File: src/sv/dbt_pkg.sv
// Shared types and constants for the decimal to balanced ternary converter.
// Used by every module of the block; depends on nothing else.
`default_nettype none

package dbt_pkg;

	localparam int TRIT_COUNT = 25;
	localparam int MAG_W      = 40;
	localparam int PROD_W     = MAG_W + 4;
	localparam int CHUNK_W    = 8;
	localparam int DIV_CHUNKS = MAG_W / CHUNK_W;
	localparam int CHUNK_CNT_W = $clog2(DIV_CHUNKS);
	localparam int CNT_W      = $clog2(TRIT_COUNT + 1);
	localparam int IDX_W      = $clog2(TRIT_COUNT);

	localparam logic [7:0] CHAR_MINUS = 8'd45;
	localparam logic [7:0] CHAR_ZERO  = 8'd48;
	localparam logic [7:0] CHAR_ONE   = 8'd49;
	localparam logic [7:0] CHAR_NINE  = 8'd57;

	localparam logic [1:0] TRIT_ZERO = 2'b00;
	localparam logic [1:0] TRIT_POS  = 2'b01;
	localparam logic [1:0] TRIT_NEG  = 2'b11;

	localparam logic [63:0] MAG_MAX = 64'hFF_FFFF_FFFF;

	// largest magnitude that fits in TRIT_COUNT balanced trits, capped to the register
	function automatic logic [63:0] range_cap_f();
		logic [63:0] p;
		p = 64'd1;
		for (int i = 0; i < TRIT_COUNT; i++) begin
			p = p * 64'd3;
		end
		p = (p - 64'd1) / 64'd2;
		return (p < MAG_MAX) ? p : MAG_MAX;
	endfunction

	localparam logic [MAG_W-1:0] MAG_CAP = MAG_W'(range_cap_f());

	typedef enum logic [2:0] {
		ST_IDLE,
		ST_CHECK,
		ST_DIVIDE,
		ST_STORE,
		ST_EMIT
	} state_t;

	// number state after the current character has been applied
	typedef struct packed {
		logic [MAG_W-1:0] mag;
		logic             neg;
		logic             bad;
		logic             ignored;
	} acc_t;

endpackage

`default_nettype wire

File: src/sv/dbt_accum.sv
// Character parser and decimal accumulator with range check.
// Depends on dbt_pkg.
`default_nettype none

module dbt_accum import dbt_pkg::*; (
	input  wire logic       clk,
	input  wire logic       arst_n,
	input  wire logic       take,
	input  wire logic [7:0] character,
	input  wire logic       final_char,
	output acc_t            nxt
);

	logic [MAG_W-1:0] mag_q;
	logic             neg_q;
	logic             bad_q;
	logic             first_seen_q;
	logic             zero_lead_q;
	logic             ignored_q;

	logic [MAG_W-1:0]  mag_d;
	logic              neg_d;
	logic              bad_d;
	logic              zero_lead_d;
	logic              ignored_d;
	logic              is_digit;
	logic [PROD_W-1:0] m10;
	logic              over;

	assign is_digit = (character >= CHAR_ZERO) && (character <= CHAR_NINE);
	// m * 10 + d as two shifted copies plus the digit
	assign m10  = {1'b0, mag_q, 3'b000} + {3'b000, mag_q, 1'b0}
		+ PROD_W'(character[3:0]);
	assign over = m10 > PROD_W'(MAG_CAP);

	always_comb begin
		mag_d       = mag_q;
		neg_d       = neg_q;
		bad_d       = bad_q;
		zero_lead_d = zero_lead_q;
		ignored_d   = ignored_q;
		if (!first_seen_q) begin
			if (character == CHAR_MINUS) begin
				neg_d = 1'b1;
			end else if (character == CHAR_ZERO) begin
				zero_lead_d = 1'b1;
			end else if (character >= CHAR_ONE && character <= CHAR_NINE) begin
				if (over) bad_d = 1'b1;
				else mag_d = m10[MAG_W-1:0];
			end else if (character > CHAR_NINE) begin
				bad_d = 1'b1;
			end else begin
				ignored_d = 1'b1;
			end
		end else if (!zero_lead_q && !ignored_q) begin
			if (!is_digit) begin
				bad_d = 1'b1;
			end else if (!bad_q) begin
				if (over) bad_d = 1'b1;
				else mag_d = m10[MAG_W-1:0];
			end
		end
	end

	assign nxt.mag     = mag_d;
	assign nxt.neg     = neg_d;
	assign nxt.bad     = bad_d;
	assign nxt.ignored = ignored_d;

	always_ff @(posedge clk or negedge arst_n) begin
		if (!arst_n) begin
			mag_q        <= '0;
			neg_q        <= 1'b0;
			bad_q        <= 1'b0;
			first_seen_q <= 1'b0;
			zero_lead_q  <= 1'b0;
			ignored_q    <= 1'b0;
		end else if (take) begin
			if (final_char) begin
				// start the next number from scratch
				mag_q        <= '0;
				neg_q        <= 1'b0;
				bad_q        <= 1'b0;
				first_seen_q <= 1'b0;
				zero_lead_q  <= 1'b0;
				ignored_q    <= 1'b0;
			end else begin
				mag_q        <= mag_d;
				neg_q        <= neg_d;
				bad_q        <= bad_d;
				first_seen_q <= 1'b1;
				zero_lead_q  <= zero_lead_d;
				ignored_q    <= ignored_d;
			end
		end
	end

endmodule

`default_nettype wire

File: src/sv/dbt_div3.sv
// Shared divide-by-3 step: one byte of dividend, MSB first, per cycle.
// Depends on dbt_pkg.
`default_nettype none

module dbt_div3 import dbt_pkg::*; (
	input  wire logic [CHUNK_W-1:0] chunk,
	input  wire logic [1:0]         rem_in,
	output logic [CHUNK_W-1:0]      quo,
	output logic [1:0]              rem_out
);

	always_comb begin
		logic [2:0] r;
		r   = {1'b0, rem_in};
		quo = '0;
		for (int i = CHUNK_W - 1; i >= 0; i--) begin
			r = {r[1:0], chunk[i]};
			if (r >= 3'd3) begin
				quo[i] = 1'b1;
				r      = r - 3'd3;
			end
		end
		rem_out = r[1:0];
	end

endmodule

`default_nettype wire

File: src/sv/decimal_to_balanced_ternary_unit.sv
// Top level: decimal text in, balanced ternary digits out, with sequencer and digit stack.
// Depends on dbt_pkg, dbt_accum and dbt_div3.
//
// Characters of a number are taken one per cycle. On the final character the block stops
// taking input and converts: each trit takes a zero check, one pass of the byte-wide
// divide-by-3 unit per byte of the 40-bit magnitude, and a step to round and push the
// trit. Then one digit leaves per cycle while the output is not stalled, most significant
// first; a number gives up to 25 trits. An error and a zero each give a single zero
// digit, and an ignored number gives none. The output register lets the next number
// start while the last digit still waits to be taken.
`default_nettype none

module decimal_to_balanced_ternary_unit import dbt_pkg::*; (
	input  wire logic       clk,
	input  wire logic       arst_n,
	input  wire logic       s_tvalid,
	output logic            s_tready,
	input  wire logic [7:0] s_tdata,   // [7:0] character
	input  wire logic       s_tlast,   // final_char
	output logic            m_tvalid,
	input  wire logic       m_tready,
	output logic [7:0]      m_tdata,   // [1:0] trit, [7:2] zero
	output logic [0:0]      m_tuser,   // [0] status
	output logic            m_tlast    // run_end
);

	state_t state_q, state_d;

	logic [MAG_W-1:0]       work_q;
	logic [1:0]             rem_q;
	logic [CHUNK_CNT_W-1:0] chunk_q;
	logic [CNT_W-1:0]       count_q;
	logic [IDX_W-1:0]       rd_q;
	logic                   neg_q;
	logic                   single_q;
	logic                   err_q;
	logic [1:0]             trit_buf_q [TRIT_COUNT];

	logic       out_valid_q;
	logic [1:0] out_trit_q;
	logic       out_status_q;
	logic       out_last_q;

	logic                take;
	logic                out_load;
	logic                work_zero;
	logic                count_full;
	logic                last_chunk;
	logic [CHUNK_W-1:0]  quo;
	logic [1:0]          rem_nxt;
	logic [1:0]          new_trit;
	logic [1:0]          emit_trit;
	logic                emit_last;
	acc_t                acc;

	dbt_accum u_accum (
		.clk        (clk),
		.arst_n     (arst_n),
		.take       (take),
		.character  (s_tdata),
		.final_char (s_tlast),
		.nxt        (acc)
	);

	dbt_div3 u_div3 (
		.chunk   (work_q[MAG_W-1 -: CHUNK_W]),
		.rem_in  (rem_q),
		.quo     (quo),
		.rem_out (rem_nxt)
	);

	assign work_zero  = (work_q == '0);
	assign count_full = (count_q == CNT_W'(TRIT_COUNT));
	assign last_chunk = (chunk_q == CHUNK_CNT_W'(DIV_CHUNKS - 1));

	always_comb begin
		case (rem_q)
			2'd0:    new_trit = TRIT_ZERO;
			2'd1:    new_trit = TRIT_POS;
			default: new_trit = TRIT_NEG;
		endcase
	end

	always_comb begin
		if (single_q) emit_trit = TRIT_ZERO;
		else if (neg_q) emit_trit = ~trit_buf_q[rd_q] + 2'd1;
		else emit_trit = trit_buf_q[rd_q];
		emit_last = single_q || (rd_q == '0);
	end

	// next state
	always_comb begin
		state_d = state_q;
		case (state_q)
			ST_IDLE: begin
				if (take && s_tlast && !acc.ignored) begin
					state_d = acc.bad ? ST_EMIT : ST_CHECK;
				end
			end
			ST_CHECK: begin
				state_d = (work_zero || count_full) ? ST_EMIT : ST_DIVIDE;
			end
			ST_DIVIDE: begin
				if (last_chunk) state_d = ST_STORE;
			end
			ST_STORE: begin
				state_d = ST_CHECK;
			end
			ST_EMIT: begin
				if (out_load && emit_last) state_d = ST_IDLE;
			end
			default: begin
				state_d = ST_IDLE;
			end
		endcase
	end

	// outputs of the sequencer
	always_comb begin
		s_tready = 1'b0;
		out_load = 1'b0;
		case (state_q)
			ST_IDLE: s_tready = 1'b1;
			ST_EMIT: out_load = !out_valid_q || m_tready;
			default: begin
				s_tready = 1'b0;
				out_load = 1'b0;
			end
		endcase
	end

	assign take = s_tvalid && s_tready;

	always_ff @(posedge clk or negedge arst_n) begin
		if (!arst_n) begin
			state_q     <= ST_IDLE;
			out_valid_q <= 1'b0;
			count_q     <= '0;
			chunk_q     <= '0;
			rd_q        <= '0;
			single_q    <= 1'b0;
			err_q       <= 1'b0;
		end else begin
			state_q <= state_d;
			if (out_load) out_valid_q <= 1'b1;
			else if (m_tready) out_valid_q <= 1'b0;
			case (state_q)
				ST_IDLE: begin
					if (take && s_tlast) begin
						count_q  <= '0;
						single_q <= acc.bad;
						err_q    <= acc.bad;
					end
				end
				ST_CHECK: begin
					chunk_q <= '0;
					if (work_zero || count_full) begin
						// nothing converted means the value is zero: one zero digit
						if (count_q == '0) single_q <= 1'b1;
						rd_q <= IDX_W'(count_q - CNT_W'(1));
					end
				end
				ST_DIVIDE: begin
					chunk_q <= chunk_q + CHUNK_CNT_W'(1);
				end
				ST_STORE: begin
					count_q <= count_q + CNT_W'(1);
				end
				ST_EMIT: begin
					if (out_load && !emit_last) rd_q <= rd_q - IDX_W'(1);
				end
				default: begin
					count_q <= count_q;
				end
			endcase
		end
	end

	// datapath registers
	always_ff @(posedge clk) begin
		case (state_q)
			ST_IDLE: begin
				if (take && s_tlast) begin
					work_q <= acc.mag;
					neg_q  <= acc.neg;
				end
			end
			ST_CHECK: begin
				rem_q <= 2'd0;
			end
			ST_DIVIDE: begin
				// shift the quotient in behind the dividend
				work_q <= {work_q[MAG_W-CHUNK_W-1:0], quo};
				rem_q  <= rem_nxt;
			end
			ST_STORE: begin
				trit_buf_q[count_q[IDX_W-1:0]] <= new_trit;
				// a remainder of 2 becomes digit -1 with a carry into the quotient
				work_q <= work_q + MAG_W'(rem_q == 2'd2);
			end
			default: begin
				work_q <= work_q;
			end
		endcase
		if (out_load) begin
			out_trit_q   <= emit_trit;
			out_status_q <= err_q;
			out_last_q   <= emit_last;
		end
	end

	assign m_tvalid   = out_valid_q;
	assign m_tdata    = {6'b000000, out_trit_q};
	assign m_tuser[0] = out_status_q;
	assign m_tlast    = out_last_q;

endmodule

`default_nettype wire

File: config.mk
export PLATFORM = sky130hd
export DESIGN_NAME = decimal_to_balanced_ternary_unit
export DESIGN_NICKNAME = d
export VERILOG_FILES = /design/src/sv/dbt_pkg.sv /design/src/sv/dbt_accum.sv /design/src/sv/dbt_div3.sv /design/src/sv/decimal_to_balanced_ternary_unit.sv
export SDC_FILE = /design/constraint.sdc
export NUM_CORES = 1
export LEC_CHECK = 0
export BUFFER_PORTS_ARGS = -buffer_cell sky130_fd_sc_hd__buf_2
export CORE_ASPECT_RATIO = 1.4
export CORE_MARGIN = 2
export CORE_UTILIZATION = 50
export CTS_BUF_LIST = sky130_fd_sc_hd__clkbuf_4 sky130_fd_sc_hd__clkbuf_8
export CTS_CLUSTER_DIAMETER = 200
export DETAILED_ROUTE_END_ITERATION = 8
export PLACE_DENSITY = 0.73
export SETUP_SLACK_MARGIN = 0.2
export SLEW_MARGIN = 20
export SYNTH_ARGS = -nofsm -noshare
export SYNTH_HDL_FRONTEND = slang
export SYNTH_SLANG_ARGS = --single-unit
export TNS_END_PERCENT = 50
File: constraint.sdc
create_clock -name clk -period 13.94 [get_ports clk]
set_input_delay 0 -clock clk [delete_from_list [all_inputs] [get_ports clk]]
set_output_delay 0 -clock clk [all_outputs]
set_load 0.01 [all_outputs]
==> results_dict.tcl <==
set metrics [dict create \
    grt_max_degree 92 \
    critical_path_class "reg2reg" \
    detail_route.wl_per_cell_um 19.7 \
    gp_congestion 0.926 \
    cts_hold_buf 6 \
    drcViolationCount 0 \
    synth-main-ff-cell "edfxtp_1" \
    path_clk_slew_ns 0.10 \
    synth_edf_count 97 \
    cts.sinks 161 \
    viasPerCell 6.35 \
    slew_headroom_pct 36.2 \
    worstMarginPinSlew_ns 0.954 \
    syn_area_sq_um 12800 \
    fin_worst_skew_ns 0.0195 \
    cts_tree "done" \
    hold_class "in2reg" \
    core_area_sq_um 25300 \
    pin_count 25 \
    cap_violations 0 \
    die_h_um 193 \
    drt-met1-wl_um 13100 \
    portBuffers 18 \
    ys_warn_count 0 \
    synth_cell_type_count 97 \
    dp_hpwl_um 25100 \
    power_uw 2190 \
    hold_viol_final 0 \
    netlist_instances 1381 \
    utilization_pct 53.1 \
    required_ns 14.19 \
    grtUsageTotal_pct 24.4 \
    cp_max_fo 31 \
    clockBufferDepth 2 \
    dr_wl_met2_um 17300 \
    num_antenna_cells 0 \
    pwr_density_cell_nw_per_um2 163 \
    post_cts_buffers 0 \
    cts-resized-gates 0 \
    layout.nets 1461 \
    dr_wl_met3_um 1080 \
    critPathCaptureType "flip-flop" \
    dieArea_sq_um 26900 \
    rsz0062_at_grt "false" \
    p_leak_uw 0.00549 \
    top_layer "met4" \
    critPathMaxStageDelay_ns 0.77 \
    cts.htree.levels 4 \
    yosysSeqAreaShare_pct 35.3 \
    cts_buffers 17 \
    drt_wl_total_um 33200 \
    grt_pass1_vias 10483 \
    drv_slew 0 \
    num_vias 10688 \
    cp_slowest_cell "edfxtp_1" \
    num_rows 69 \
    grt_first_pass_wirelength_um 53900 \
    ir_drop_mv 0.101 \
    area.growth.synth_to_final_pct 4.84 \
    start_util_pct 50.6 \
    period_share_pct 58.8 \
    detail-route-antenna-nets 0 \
    drive_gt1_share_pct 8.73 \
    setup_viol 0 \
    drtIter0Drc 840 \
    die_w_um 139 \
    status "complete, no violations" \
    tns_ns 0 \
    fmax_ghz 0.122 \
    grt_antenna_before_repair 0 \
    critPathLaunchType "flip-flop" \
    avgSynthCellArea_sq_um 9.27 \
    clkLatencyLatePin_ns 0.46 \
    root_buffer "clkbuf_8" \
    arrival_ns 8.44 \
    final_cell_area_sq_um 13400 \
    gr-total-overflow 0 \
    async_flop_share_pct 39.8 \
    layout_min_cycle_time_ns 8.19 \
    ys_ff_latch 161 \
    timing.critical_path.mode_cell "ha_1" \
    dpl_cell_area_sq_um 12900 \
    dr.pass1.iters 7 \
]
registers in the layout, indices dropped and copies added, names as in the netlist, 2 cells and up:
signal	cells
state_q	3
count_q	5
rem_q	2
trit_buf_q	50
chunk_q	3
u_accum.mag_q	40
rd_q	5
work_q	40
out_trit_q	2
kinds of logic after synthesis:
family / share of synthesized area, %
AOI/OAI and AO/OA: 21.5
adders and majority gates: 9.70
DFF: 35.3
and+or+nand+nor: 18.5
muxes: 6.46
xor gates and xnor gates: 4.24
other: 0.0293
buffers and inverters: 4.40
area by class of cell:
cell class	instances	area [sq um]
clock buffers	20	263
clock inverters	12	125
fillers	2325	11900
inverters	34	128
multi-input cells	1104	7760
flip-flops and latches	161	4520
well taps	319	399
repair buffers	32	226
layer usage:
metal | vias up | track usage, %
li1 | 5159 | -
met1 | 5155 | 28.2
met2 | 296 | 44.5
met3 | 78 | 2.08
met4 | 0 | 12.9
met5 | - | 0
final timing paths:
check	startpoint	endpoint	slack [ns]	cells after the start
worst max-delay path	rem_q[1]	rem_q[1]	5.75	34
max in group asynchronous	arst_n	state_q[0]	13.05	3
worst min-delay path	s_tdata[7]	u_accum.neg_q	0.02	5
worst min register to register	err_q	m_tuser	0.47	0
worst max register to register	rem_q[1]	rem_q[1]	5.75	34
min in group asynchronous	arst_n	u_accum.mag_q[4]	0.25	3
Yosys cell counts (21+ instances only):
cell      instances  area (sq um)
a21oi_1         109           546
a22o_1           33           289
clkbuf_1         50           188
dfrtp_1          64          1600
edfxtp_1         97          2910
ha_1             96          1200
inv_1            34           128
mux2i_1          47           470
nand2_1         104           390
nand3_1          36           180
nand4_1          32           200
nor2_1          135           507
nor3_1           26           130
nor4_1           21           131
o211ai_1         29           218
o21ai_0          75           375
xnor2_1          30           263
xor2_1           32           280
critical path, delay by kind of cell (launching register included):
| family | cells | cell delay (ns) |
|---|---|---|
| and+or+nand+nor | 16 | 3.46 |
| adders and majority gates | 7 | 1.84 |
| AOI/OAI and AO/OA | 8 | 1.21 |
| DFF | 1 | 0.77 |
| muxes | 2 | 0.61 |
| buffers and inverters | 1 | 0.08 |
layout by cell type (no fill, tap or decap), types with 6 or more instances in the layout:
cell type      netlist  routed
nor2_1             135     133
a21oi_1            109     109
nand2_1            104     104
edfxtp_1            97      97
ha_1                96      96
o21ai_0             75      75
dfrtp_1             64      63
mux2i_1             47      47
nand3_1             36      36
inv_1               34      34
a22o_1              33      33
nand4_1             32      32
xor2_1              32      32
xnor2_1             30      30
o211ai_1            29      29
nor3_1              26      26
nor4_1              21      21
a21o_1              19      19
o21ai_1             18      18
clkbuf_8             0      18
buf_2               13      18
or3_1               16      16
and2_1              15      15
a31oi_1             14      14
nor2b_1             13      13
a211oi_1            13      13
mux4_2              13      13
and3_1              11      11
nand2b_1             9       9
o21bai_1             9       9
o21a_1               8       8
a311o_1              8       8
nand3b_1             7       7
or2_2                6       6
nor3b_1              6       6
a2111oi_0            6       6
conb_1               1       6
dlygate4sd3_1        0       6
buf_4                8       6
report_power, final:
group | switching [uW] | internal (uW)
registers | 176 | 644
logic | 594 | 431
clock network | 188 | 155
through the flow:
step	hold WS [ns]	setup WS, ns	std cells
final	0.0205	5.75	1682
after CTS	0.00243	5.82	1680
after detailed placement	0.237	5.89	1642
after floorplan	-0.296	6.87	1386
after global routing	0.0606	5.12	1682
after global placement	0.218	6.26	1642
Power figures use the tool's default switching activity.
